$ cat src/rtl/core/nsfc_pkg.sv
// shared types, constants and a lookup function for the nmea sentence framer
// no dependencies
`timescale 1ns / 1ps
`default_nettype none

package nsfc_pkg;

    localparam int MAX_SENTENCE_BYTES = 128;
    localparam int QUEUE_DEPTH        = 4;

    localparam logic [7:0] CH_DOLLAR = 8'h24;
    localparam logic [7:0] CH_STAR   = 8'h2A;
    localparam logic [7:0] CH_COMMA  = 8'h2C;
    localparam logic [7:0] CH_CR     = 8'h0D;
    localparam logic [7:0] CH_LF     = 8'h0A;

    localparam logic [23:0] ID_GGA = 24'h474741;
    localparam logic [23:0] ID_RMC = 24'h524D43;
    localparam logic [23:0] ID_GSA = 24'h475341;
    localparam logic [23:0] ID_GSV = 24'h475356;
    localparam logic [23:0] ID_VTG = 24'h565447;

    localparam logic [2:0] ID_FULL_LEN = 3'd5;

    typedef enum logic [2:0] {
        CLS_START = 3'd0,
        CLS_END   = 3'd1,
        CLS_STAR  = 3'd2,
        CLS_COMMA = 3'd3,
        CLS_OTHER = 3'd4
    } t_cls;

    typedef enum logic [1:0] {
        STAT_OK    = 2'd0,
        STAT_CKSUM = 2'd1,
        STAT_LONG  = 2'd2
    } t_status;

    typedef enum logic [2:0] {
        KIND_OTHER = 3'd0,
        KIND_GGA   = 3'd1,
        KIND_RMC   = 3'd2,
        KIND_GSA   = 3'd3,
        KIND_GSV   = 3'd4,
        KIND_VTG   = 3'd5
    } t_kind;

    // one classified byte as it travels from front to back
    typedef struct packed {
        t_cls       cls;
        logic [7:0] data;
        logic       hex_ok;
        logic [3:0] hex_val;
    } t_token;

    function automatic t_kind kind_of_tail(input logic [23:0] tail);
        t_kind k;
        case (tail)
            ID_GGA:  k = KIND_GGA;
            ID_RMC:  k = KIND_RMC;
            ID_GSA:  k = KIND_GSA;
            ID_GSV:  k = KIND_GSV;
            ID_VTG:  k = KIND_VTG;
            default: k = KIND_OTHER;
        endcase
        return k;
    endfunction

endpackage

`default_nettype wire

$ cat src/rtl/core/nsfc_back.sv
// sentence engine: framing, checksum, identifier capture, counters, result register
// depends on nsfc_pkg
`timescale 1ns / 1ps
`default_nettype none

module nsfc_back #(
    parameter int MAX_SENTENCE_BYTES = nsfc_pkg::MAX_SENTENCE_BYTES
) (
    input  wire logic              i_clk,
    input  wire logic              i_rst_n,
    input  wire logic              i_q_valid,
    input  wire nsfc_pkg::t_token  i_token,
    output logic                   o_pop,
    output logic                   o_res_valid,
    input  wire logic              i_res_ready,
    output logic [1:0]             o_line_status,
    output logic [2:0]             o_sentence_kind,
    output logic [7:0]             o_talker_first,
    output logic [7:0]             o_talker_second,
    output logic [31:0]            o_good_total,
    output logic [31:0]            o_bad_total
);

    localparam int LW = $clog2(MAX_SENTENCE_BYTES);
    localparam logic [LW-1:0] LEN_LIMIT = LW'(MAX_SENTENCE_BYTES - 1);

    logic          r_in_frame, n_in_frame;
    logic          r_overlong, n_overlong;
    logic [LW-1:0] r_len, n_len;
    logic [7:0]    r_xor, n_xor;
    logic          r_star, n_star;
    logic [1:0]    r_digits, n_digits;
    logic [7:0]    r_ck, n_ck;
    logic          r_dig_inv, n_dig_inv;
    logic          r_id_closed, n_id_closed;
    logic [2:0]    r_id_len, n_id_len;
    logic [15:0]   r_head, n_head;
    logic [23:0]   r_tail, n_tail;
    logic [31:0]   r_good, n_good;
    logic [31:0]   r_bad, n_bad;

    logic          r_out_valid, n_out_valid;
    logic [1:0]    r_status, n_status;
    logic [2:0]    r_kind, n_kind;
    logic [7:0]    r_t1, n_t1;
    logic [7:0]    r_t2, n_t2;

    logic          w_slot_free;
    logic [7:0]    w_c;

    assign w_slot_free = !r_out_valid || i_res_ready;
    assign o_pop       = i_q_valid && w_slot_free;
    assign w_c         = i_token.data;

    assign o_res_valid     = r_out_valid;
    assign o_line_status   = r_status;
    assign o_sentence_kind = r_kind;
    assign o_talker_first  = r_t1;
    assign o_talker_second = r_t2;
    assign o_good_total    = r_good;
    assign o_bad_total     = r_bad;

    always_comb begin
        n_in_frame  = r_in_frame;
        n_overlong  = r_overlong;
        n_len       = r_len;
        n_xor       = r_xor;
        n_star      = r_star;
        n_digits    = r_digits;
        n_ck        = r_ck;
        n_dig_inv   = r_dig_inv;
        n_id_closed = r_id_closed;
        n_id_len    = r_id_len;
        n_head      = r_head;
        n_tail      = r_tail;
        n_good      = r_good;
        n_bad       = r_bad;
        n_out_valid = r_out_valid && !i_res_ready;
        n_status    = r_status;
        n_kind      = r_kind;
        n_t1        = r_t1;
        n_t2        = r_t2;

        if (o_pop) begin
            if (i_token.cls == nsfc_pkg::CLS_START) begin
                n_in_frame  = 1'b1;
                n_overlong  = 1'b0;
                n_len       = '0;
                n_xor       = '0;
                n_star      = 1'b0;
                n_digits    = '0;
                n_ck        = '0;
                n_dig_inv   = 1'b0;
                n_id_closed = 1'b0;
                n_id_len    = '0;
                n_head      = '0;
                n_tail      = '0;
            end else if (r_in_frame) begin
                if (i_token.cls == nsfc_pkg::CLS_END) begin
                    n_kind = nsfc_pkg::KIND_OTHER;
                    n_t1   = '0;
                    n_t2   = '0;
                    if (r_overlong) begin
                        n_out_valid = 1'b1;
                        n_status    = nsfc_pkg::STAT_LONG;
                        n_bad       = r_bad + 32'd1;
                    end else if (r_len != '0) begin
                        n_out_valid = 1'b1;
                        if (r_star && r_digits == 2'd2 && !r_dig_inv && r_ck == r_xor) begin
                            n_status = nsfc_pkg::STAT_OK;
                            n_good   = r_good + 32'd1;
                            if (r_id_len >= nsfc_pkg::ID_FULL_LEN) begin
                                n_kind = nsfc_pkg::kind_of_tail(r_tail);
                                n_t1   = r_head[15:8];
                                n_t2   = r_head[7:0];
                            end
                        end else begin
                            n_status = nsfc_pkg::STAT_CKSUM;
                            n_bad    = r_bad + 32'd1;
                        end
                    end
                    n_in_frame  = 1'b0;
                    n_overlong  = 1'b0;
                    n_len       = '0;
                    n_xor       = '0;
                    n_star      = 1'b0;
                    n_digits    = '0;
                    n_ck        = '0;
                    n_dig_inv   = 1'b0;
                    n_id_closed = 1'b0;
                    n_id_len    = '0;
                    n_head      = '0;
                    n_tail      = '0;
                end else if (!r_overlong) begin
                    if (r_len >= LEN_LIMIT) begin
                        n_overlong = 1'b1;
                    end else begin
                        n_len = r_len + 1'b1;
                        if (!r_star) begin
                            if (i_token.cls == nsfc_pkg::CLS_STAR) begin
                                n_star      = 1'b1;
                                n_id_closed = 1'b1;
                            end else begin
                                n_xor = r_xor ^ w_c;
                                if (!r_id_closed) begin
                                    if (i_token.cls == nsfc_pkg::CLS_COMMA) begin
                                        n_id_closed = 1'b1;
                                    end else begin
                                        if (r_id_len == 3'd0) begin
                                            n_head = {w_c, 8'h00};
                                        end else if (r_id_len == 3'd1) begin
                                            n_head = {r_head[15:8], w_c};
                                        end
                                        n_tail = {r_tail[15:0], w_c};
                                        if (r_id_len < nsfc_pkg::ID_FULL_LEN) begin
                                            n_id_len = r_id_len + 3'd1;
                                        end
                                    end
                                end
                            end
                        end else if (r_digits < 2'd2) begin
                            if (!i_token.hex_ok) begin
                                n_dig_inv = 1'b1;
                            end else begin
                                n_ck = {r_ck[3:0], i_token.hex_val};
                            end
                            n_digits = r_digits + 2'd1;
                        end
                    end
                end
            end
        end
    end

    always_ff @(posedge i_clk) begin
        if (!i_rst_n) begin
            r_in_frame  <= 1'b0;
            r_overlong  <= 1'b0;
            r_len       <= '0;
            r_xor       <= '0;
            r_star      <= 1'b0;
            r_digits    <= '0;
            r_ck        <= '0;
            r_dig_inv   <= 1'b0;
            r_id_closed <= 1'b0;
            r_id_len    <= '0;
            r_head      <= '0;
            r_tail      <= '0;
            r_good      <= '0;
            r_bad       <= '0;
            r_out_valid <= 1'b0;
        end else begin
            r_in_frame  <= n_in_frame;
            r_overlong  <= n_overlong;
            r_len       <= n_len;
            r_xor       <= n_xor;
            r_star      <= n_star;
            r_digits    <= n_digits;
            r_ck        <= n_ck;
            r_dig_inv   <= n_dig_inv;
            r_id_closed <= n_id_closed;
            r_id_len    <= n_id_len;
            r_head      <= n_head;
            r_tail      <= n_tail;
            r_good      <= n_good;
            r_bad       <= n_bad;
            r_out_valid <= n_out_valid;
        end
    end

    // result payload, no reset needed
    always_ff @(posedge i_clk) begin
        r_status <= n_status;
        r_kind   <= n_kind;
        r_t1     <= n_t1;
        r_t2     <= n_t2;
    end

endmodule

`default_nettype wire

$ cat config.mk
export PLATFORM = sky130hd
export DESIGN_NAME = nsfc_back
export DESIGN_NICKNAME = d
export VERILOG_FILES = /design/src/rtl/core/nsfc_pkg.sv /design/src/rtl/core/nsfc_back.sv
export SDC_FILE = /design/constraint.sdc
export NUM_CORES = 1
export LEC_CHECK = 0
export BUFFER_PORTS_ARGS = -buffer_cell sky130_fd_sc_hd__buf_2
export CORE_MARGIN = 2
export CORE_UTILIZATION = 51
export DETAILED_ROUTE_END_ITERATION = 6
export GPL_TIMING_DRIVEN = 0
export PLACE_DENSITY = 0.76
export SLEW_MARGIN = 20
export SYNTH_ARGS = -nofsm -noshare
export SYNTH_HDL_FRONTEND = slang
export SYNTH_SLANG_ARGS = --single-unit
$ cat constraint.sdc
create_clock -name i_clk -period 2.05 [get_ports i_clk]
set_input_delay 0.3075 -clock i_clk [delete_from_list [all_inputs] [get_ports i_clk]]
set_output_delay 0.3075 -clock i_clk [all_outputs]
set_load 0.02 [all_outputs]
==> results.toml, run 1 <==
[synth]
synth_top_cell_by_area = "dfxtp_1"
synth_area_leaders = "dfxtp_1 (39%), edfxtp_1 (8.9%), nor2_1 (4.4%), nand2_1 (4.4%), nand4_1 (4.2%)"
syn_inst = 798
synthFlopType = "dfxtp_1"
yosysWarnings = 0
syn_nets = 826
synth_area_per_cell_um2 = 8.89
syn_area_mm2 = 0.00709
yosysTopAreaCellShare_pct = 38.9
synth-seq-area-share_pct = 47.8
synth_cell_types = 61
synth-edff-count = 21
ys_async_sr_fraction_pct = 0
ys_ff_latch = 159

[run_status]
status = "finished, violations left"
violations = "setup timing"

[setup_path]
path_max_fanout = 5
max_stage_delay_ps = 470
crit_chain = "xor2_1 > nor3_2 > nand4_1 > buf_6 > or4_4 > or3_1 > a21oi_1"
cp.arrival_ps = 2540
cp_top_family = "simple AND/OR/NAND/NOR gates"
cp-start-kind = "flip-flop"
setup.worst_path.end_class = "flip-flop"
critPathSlowestCell = "or4_4"
path_buf_inv = 1
path_class = "reg2reg"
crit_required_ps = 2410

[flow_run]
max_cap_violations = 0

[power_and_ir_drop]
p_int_w = 0.00571
swShare_pct = 20.7
leakagePower_nw = 3.75
cellPowerDensity_mw_per_mm2 = 760
p_seq_share_pct = 44.2
total_power_w = 0.00720
combPwrFrac_pct = 4.3
p_clk_share_pct = 51.5
ir_drop_v = 0.000661
p_sw_w = 0.00149

[clock_network]
clk_pin_slew_ps = 60
hold_buffers = 0
cts_sinks = 159
clk_latency_ps = 430
cts_tree = "built"
htree_levels = 4
clockBufferDepth = 2
clockRootBuffer = "clkbuf_16"
cts_made_buffers = 17

[timing]
worst_pin_slew_ps = 644
rsz0062_at_grt = "true"
slew_viol_final = 0
max_clock_freq_ghz = 0.457
slew_headroom_pct = 56.8
finClkSkew_ps = 5.95
fin_crit_sh_pct = 107
hold_viol = 0
setup_violations = 13
setup_tns_ps = -759
period_needed_ps = 2190
fin_ws_ps = -137

[route]
drt-initial-drc-count = 734
drt_pass1_iterations = 6
routed_via_density = 5.90
route.vias.total = 6801
wirelength_um = 20000
avgRoutedWirePerCell_um = 17.3
antenna_left = 0
drc = 0

[die]
dieHeight_um = 122
num_rows = 43
design.die.area_mm2 = 0.0149
die_w_um = 122
core-area_mm2 = 0.0137
io_pins = 107
start_util_pct = 51.7

[global_route]
grt_overflow = 0
track_usage_pct = 25.9
antenna_found_initial = 0
grt_pass1_vias = 6056
grt_pass1_wl_um = 30300
grt_start_max_net_pins = 17

[placed_design]
hpwl_um = 12600
port_buffers = 105
place_congestion = 0.880
dpl_worst_slack_ps = -477
dpl_cell_area_mm2 = 0.00790

[final_layout]
layout-drive-gt1-share_pct = 33.4
design_area_mm2 = 0.00948
syn2layout_area_growth_pct = 33.6
utilization_pct = 69.1
nets = 988
diodes = 0

[min_path]
hp-class = "in2reg"
[power groups by stage]
| stage | sequential (W) | combinational, W | clock [W] |
|---|---|---|---|
| floorplan | 0.00325 | 0.000157 | 0 |
| global placement | 0.00325 | 0.000250 | 0 |
| detailed placement | 0.00325 | 0.000253 | 0 |
| CTS | 0.00318 | 0.000276 | 0.00374 |
| global route | 0.00318 | 0.000329 | 0.00387 |
| finish | 0.00318 | 0.000306 | 0.00371 |
[layout make-up]
cell class / count / area, um2
Fill cell: 997 / 4240
Sequential cell: 159 / 3450
Clock buffer: 22 / 495
Tap cell: 180 / 225
Clock inverter: 10 / 204
Timing Repair Buffer: 145 / 862
Inverter: 15 / 56.3
Multi-Input combinational cell: 587 / 3970
Buffer: 35 / 219
[worst register-to-register path, delay by kind of cell (launching register included)]
family | cells | cell delay [ps]
AO/OA/AOI/OAI | 1 | 120
flip-flops | 1 | 330
XOR/XNOR | 1 | 160
buffers and inverters | 1 | 170
AND/OR/NAND/NOR | 4 | 1340
[cells by family after synthesis]
family	synth area share, %
AOI/OAI and AO/OA	11.1
xor gates and xnor gates	7.41
adders and majority gates	1.41
buffers and inverters	3.14
DFF	47.8
muxes	0.564
and+or+nand+nor	28.5
[cell usage in the layout (no fill, tap or decap), types with 6 or more instances in the layout]
master     Yosys  layout
a22o_1        16      16
nor3_2         2       9
bufinv_16      0       6
clkbuf_2       2       7
nand4_1       48      48
and3_1        10       8
xnor2_1       30      29
nor4_1        17      11
nor3_4         0       7
clkbuf_1      32      18
nand2_1       83      80
nor2_1        84      77
xor2_1        30      26
buf_6          2       7
or3_1         19      15
edfxtp_1      21      21
clkbuf_16      0      18
buf_2          2     106
nand3_1       36      34
a21oi_1       30      26
buf_4          0      35
dfxtp_2        0      36
inv_1         14      12
nor3_1        24      10
o21ai_0       52      50
dfxtp_1      138      99
and2_1        19      19
[synthesized netlist by cell type, types with 21 or more instances]
master	n
xnor2_1	30
clkbuf_1	32
nor3_1	24
dfxtp_1	138
a21oi_1	30
xor2_1	30
nand3_1	36
nand4_1	48
edfxtp_1	21
nand2_1	83
o21ai_0	52
nor2_1	84
[final timing paths]
kind / from / to / slack (ps) / cells past startpoint
setup / recovery: r_ck[7]$_SDFFE_PN0P_ / o_good_total[13]$_SDFFE_PN0P_ / -140 / 7
hold / removal: i_token[3] / r_ck[3]$_SDFFE_PN0P_ / 90 / 2
setup reg to reg: r_ck[7]$_SDFFE_PN0P_ / o_good_total[13]$_SDFFE_PN0P_ / -140 / 7
hold reg to reg: r_overlong$_SDFFE_PN0P_ / o_line_status[1]$_SDFFCE_PP1P_ / 450 / 0
[metrics by stage]
step | cells | hold slack [ps]
6_report | 1153 | 91.5
3_3_place_gp | 1083 | 416
2_1_floorplan | 798 | 407
4_1_cts | 1137 | 78.4
5_1_grt | 1153 | 89.9
3_5_place_dp | 1083 | 432
[timing repair]
action	in CTS	in global routing
setup buffers	22	17
pin swaps	23	43
gates cloned	3	2
resized for setup	67	97
endpoints found under the setup margin	138	127
[routing by layer]
layer	global-route usage (%)	vias up	share of wire (%)
li1	-	3202	-
met4	12.0	0	3.0
met5	0	-	0
met1	34.9	3207	43
met2	40.0	338	47
met3	5.20	54	7.3
[sequential cells by signal, indices dropped and copies added, names as in the netlist, 2 cells and up]
register and flops:
o_talker_second 8, r_len 7, r_ck 8, o_line_status 2
r_xor 8, r_id_len 3, o_talker_first 8, r_tail 24
o_sentence_kind 3, o_good_total 32, o_bad_total 32, r_digits 2
r_head 16
No activity file was read; power rests on OpenSTA's default activity.
==> run 2, diff against run 1 <==
Settings changed: RECOVER_POWER from default to 25.
==> run 2 against run 1 <==
  * The run still ends with setup timing left
  * Hold slack about the same
  * Clock power hardly changed
  * Clock-buffer cell count unchanged
  * Via count stayed put
  * Core utilization down 0.40 points
  * Register-to-register slack worse by 20 ps
  * Combinational power about the same
  * First-iteration DRC count up 2.2%
  * Sequential share of layout area up 0.19 points
  * Sequential power about the same
  * Power is essentially flat
  * Largest power group unchanged
==> results.toml, run 2 (synthesis gave the netlist of run 1 again) <==
[clock_network]
htree_levels = 4
cts_made_buffers = 17
clk_pin_slew_ps = 60
cts_sinks = 159
clockBufferDepth = 2
clockRootBuffer = "clkbuf_16"
clk_latency_ps = 430
hold_buffers = 0
cts_tree = "built"

[flow_run]
max_cap_violations = 0

[power_and_ir_drop]
swShare_pct = 20.7
ir_drop_v = 0.000661
total_power_w = 0.00720
p_sw_w = 0.00149
combPwrFrac_pct = 4.3
p_int_w = 0.00571
p_seq_share_pct = 44.2
cellPowerDensity_mw_per_mm2 = 764
p_clk_share_pct = 51.5
leakagePower_nw = 3.57

[timing]
slew_viol_final = 0
rsz0062_at_grt = "true"
finClkSkew_ps = 5.53
setup_violations = 23
slew_headroom_pct = 55.9
max_clock_freq_ghz = 0.453
period_needed_ps = 2210
fin_crit_sh_pct = 108
hold_viol = 0
fin_ws_ps = -156
worst_pin_slew_ps = 661
whs_ps = 91.2

[die]
design.die.area_mm2 = 0.0149
start_util_pct = 51.7
io_pins = 107
die_w_um = 122
core-area_mm2 = 0.0137
dieHeight_um = 122
num_rows = 43

[final_layout]
final_cells = 1153
nets = 988
syn2layout_area_growth_pct = 32.8
mostFrequentLayoutCells = "dfxtp_1 (101), nand2_1 (80), nor2_1 (77), buf_2 (64), clkbuf_1 (60)"
fillers = 1023
layout_commonest_cell = "dfxtp_1"
design_area_mm2 = 0.00942
layout-drive-gt1-share_pct = 28.9
diodes = 0

[placed_design]
place_congestion = 0.880
port_buffers = 105
hpwl_um = 12600
dpl_cell_area_mm2 = 0.00790
placed_cells = 1083

[setup_path]
max_stage_delay_ps = 550
r2r-start = "r_in_frame$_SDFFE_PN0P_"
crit_required_ps = 2410
setup.worst_path.end_class = "flip-flop"
crit_chain = "and2_1 > and4_4 > buf_12 > nand3b_1 > or4_4 > or3_1 > a21oi_1"
path_class = "reg2reg"
r2r_setup_slack_ps = -160
crit_cells = 7
r2r_end = "o_good_total[13]$_SDFFE_PN0P_"
cp.arrival_ps = 2560
cp-start-kind = "flip-flop"
path_buf_inv = 1
cp_top_family = "simple AND/OR/NAND/NOR gates"
path_max_fanout = 6
critPathSlowestCell = "or4_4"
startpoint = "r_in_frame$_SDFFE_PN0P_"
reg2reg_depth = 7

[route]
drt-initial-drc-count = 750
antenna_left = 0
route.vias.total = 6801
drt_pass1_iterations = 5
wirelength_um = 19900
avgRoutedWirePerCell_um = 17.3
routed_via_density = 5.90
drc = 0

[global_route]
track_usage_pct = 25.9
grt_pass1_wl_um = 30300
grt_start_max_net_pins = 17
grt_overflow = 0
grt_pass1_vias = 6056
antenna_found_initial = 0

[min_path]
hold_start = "i_token[3]"
hp-class = "in2reg"
worstHoldEndpoint = "r_ck[3]$_SDFFE_PN0P_"
holdPathStages = 2

[run_status]
violations = "setup timing"
status = "finished, violations left"
## run 2: cell count changes in the layout (fill, tap and decap cells not counted), sizes merged
cell	previous run	this run
clkbuf	52	94
buf	149	107
## run 2: worst reg2reg max path: stages (launching register included)
cell and delay (ps):
dfxtp_1 420, and2_1 180, and4_4 250, buf_12 120, nand3b_1 120, or4_4 550
or3_1 360, a21oi_1 120
## run 2: through the flow
step	TNS, ps	util [%]	setup slack, ps
2_1_floorplan	-48.0	-	-16.0
3_3_place_gp	-28820	57.5	-492
3_5_place_dp	-30360	57.6	-477
4_1_cts	-170	65.7	-71.4
5_1_grt	-3190	68.7	-208
6_report	-1390	68.7	-156
## run 2: timing repair
action                                  CTS  global route
cloned                                    3             2
setup buffers                            22            17
resized for setup                        67            97
endpoints found under the setup margin  138           127
pin swaps                                23            43
## run 2: worst max-delay path by stage
stage	to	slack (ps)
3_3_place_gp	r_xor[5]$_SDFFE_PN0P_	-490
6_report	o_good_total[13]$_SDFFE_PN0P_	-160
5_1_grt	o_good_total[13]$_SDFFE_PN0P_	-210
4_1_cts	o_good_total[13]$_SDFFE_PN0P_	-70
2_1_floorplan	o_bad_total[29]$_SDFFE_PN0P_	-20
3_5_place_dp	o_bad_total[10]$_SDFFE_PN0P_	-480
## run 2: area by class of cell
type | count | area [um2] | share of cell area, %
Timing Repair Buffer | 145 | 810 | 8.59
Multi-Input combinational cell | 587 | 3970 | 42.1
Inverter | 15 | 56.3 | 0.598
Sequential cell | 159 | 3450 | 36.6
Clock inverter | 10 | 204 | 2.16
Tap cell | 180 | 225 | 2.39
Clock buffer | 22 | 495 | 5.26
Buffer | 35 | 219 | 2.32
## run 2: per-layer routing
| layer | routed length, um | share of wire [%] | GRT usage (%) |
|---|---|---|---|
| met5 | 0 | 0 | 0 |
| met4 | 594 | 3.0 | 12.0 |
| met3 | 1420 | 7.1 | 5.20 |
| met2 | 9300 | 47 | 40.0 |
| met1 | 8610 | 43 | 34.9 |
## run 2: power groups by stage
stage / Combinational [W] / Sequential (W) / Clock (W)
floorplan: 0.000157 / 0.00325 / 0
global placement: 0.000250 / 0.00325 / 0
detailed placement: 0.000253 / 0.00325 / 0
CTS: 0.000276 / 0.00318 / 0.00374
global route: 0.000329 / 0.00318 / 0.00387
finish: 0.000307 / 0.00318 / 0.00371
==> run 3, diff against run 2 <==
Settings changed: ABC_AREA from default to 0, PLACE_DENSITY 0.76 to 0.81.
==> run 3 against run 2 <==
  * The flow still finishes with violations (setup timing)
  * Routed wire length grew 8.8%
  * Core utilization decreased by 0.69 points
  * Critical path depth grew 1
  * Hold slack improved by 6.3 ps
  * Final cell count about the same
  * Maximum frequency grew 1.9%
  * Register-to-register slack improved by 40 ps
  * Clock power fell by 15%
  * Setup slack better by 41 ps
  * Clock skew grew 3.4 ps
  * Sequential share of layout area is 0.63 points higher
  * Design area is 1.0% lower
  * Critical path type unchanged
  * Critical endpoint is now o_good_total[25]$_SDFFE_PN0P_
==> results.toml, run 3 (synthesis gave the netlist of run 1 again) <==
[run_status]
status = "finished, violations left"
violations = "setup timing"

[timing]
setup_violations = 13
whs_ps = 97.5
period_needed_ps = 2170
max_clock_freq_ghz = 0.462
slew_viol_final = 0
rsz0062_at_grt = "true"
finClkSkew_ps = 8.91
fin_ws_ps = -115
slew_headroom_pct = 53.8
hold_viol = 0
fin_crit_sh_pct = 106
worst_pin_slew_ps = 693

[route]
antenna_left = 0
wirelength_um = 21700
avgRoutedWirePerCell_um = 18.8
drt-initial-drc-count = 975
drt_pass1_iterations = 6
route.vias.total = 7056
drc = 0
routed_via_density = 6.13

[die]
die_w_um = 122
design.die.area_mm2 = 0.0149
core-area_mm2 = 0.0137
start_util_pct = 51.7
dieHeight_um = 122
io_pins = 107
num_rows = 43

[global_route]
antenna_found_initial = 1
grt_start_max_net_pins = 17
grt_pass1_vias = 6006
track_usage_pct = 25.8
grt_pass1_wl_um = 30200
grt_overflow = 0

[clock_network]
cts_made_buffers = 17
clk_latency_ps = 430
htree_levels = 4
hold_buffers = 0
clockRootBuffer = "clkbuf_16"
clockBufferDepth = 2
clk_pin_slew_ps = 60
cts_tree = "built"
cts_sinks = 159

[setup_path]
path_class = "reg2reg"
path_max_fanout = 4
setup.worst_path.end_class = "flip-flop"
cp.arrival_ps = 2450
cp-start-kind = "flip-flop"
crit_required_ps = 2340

[placed_design]
port_buffers = 105
dpl_worst_slack_ps = -412
dpl_cell_area_mm2 = 0.00790
place_congestion = 0.870
hpwl_um = 12300

[final_layout]
fillers = 1007
layout-drive-gt1-share_pct = 27.0
syn2layout_area_growth_pct = 31.5
diodes = 0
nets = 987
mostFrequentLayoutCells = "dfxtp_1 (94), clkbuf_1 (82), nand2_1 (80), nor2_1 (77), o21ai_0 (52)"
utilization_pct = 68.0
design_area_mm2 = 0.00933
layout_commonest_cell = "dfxtp_1"

[power_and_ir_drop]
ir_drop_v = 0.000579
cellPowerDensity_mw_per_mm2 = 712
leakagePower_nw = 3.40
total_power_w = 0.00664

[flow_run]
max_cap_violations = 0

[min_path]
hp-class = "in2reg"
run 3: layout make-up:
type,count,area [um2],share of cell area [%]
flip-flops and latches,159,3470,37.2
plain buffers,36,205,2.20
well taps,180,225,2.41
inverters,15,56.3,0.604
clock inverters,10,114,1.22
repair buffers,145,803,8.61
clock buffers,22,465,4.99
multi-input cells,585,3990,42.7
run 3: worst max-delay path, cell delays in order (launching register included):
cell and delay [ps]:
dfxtp_2 330, xor2_2 180, nor3_4 260, buf_4 160
nand2_1 50, or2_2 300, clkbuf_1 190, o311ai_1 380
o41ai_1 160
run 3: what timing repair did:
action / in CTS / in global routing
cloned: 1 / 2
resized for setup: 74 / 92
buffers inserted: 19 / 18
pin swaps: 21 / 30
setup endpoints to repair: 143 / 112
run 3: final timing paths:
path / start / to / slack [ps] / depth (start not counted)
worst max-delay path: r_xor[6]$_SDFFE_PN0P_ / o_good_total[25]$_SDFFE_PN0P_ / -120 / 8
worst min-delay path: i_token[3] / r_ck[3]$_SDFFE_PN0P_ / 100 / 2
worst max register to register: r_xor[6]$_SDFFE_PN0P_ / o_good_total[25]$_SDFFE_PN0P_ / -120 / 8
worst min register to register: r_overlong$_SDFFE_PN0P_ / o_line_status[1]$_SDFFCE_PP1P_ / 430 / 0
run 3: metrics by stage:
step | instances | TNS, ps
6_report | 1152 | -438
3_3_place_gp | 1083 | -27080
3_5_place_dp | 1083 | -28210
2_1_floorplan | 798 | -48.0
5_1_grt | 1152 | -3570
4_1_cts | 1133 | -65.7
run 3: power breakdown:
| group | switching (W) | internal, W |
|---|---|---|
| combinational | 0.000221 | 0.0000936 |
| sequential | 0.0000212 | 0.00316 |
| clock | 0.00128 | 0.00186 |
| total | 0.00153 | 0.00511 |
run 3: layer usage:
layer	up-vias	track usage [%]	part of all wire [%]
li1	3178	-	-
met1	3328	34.6	40
met2	439	40.7	47
met3	109	4.63	8.6
met4	2	11.9	4.5
met5	-	0	0.092
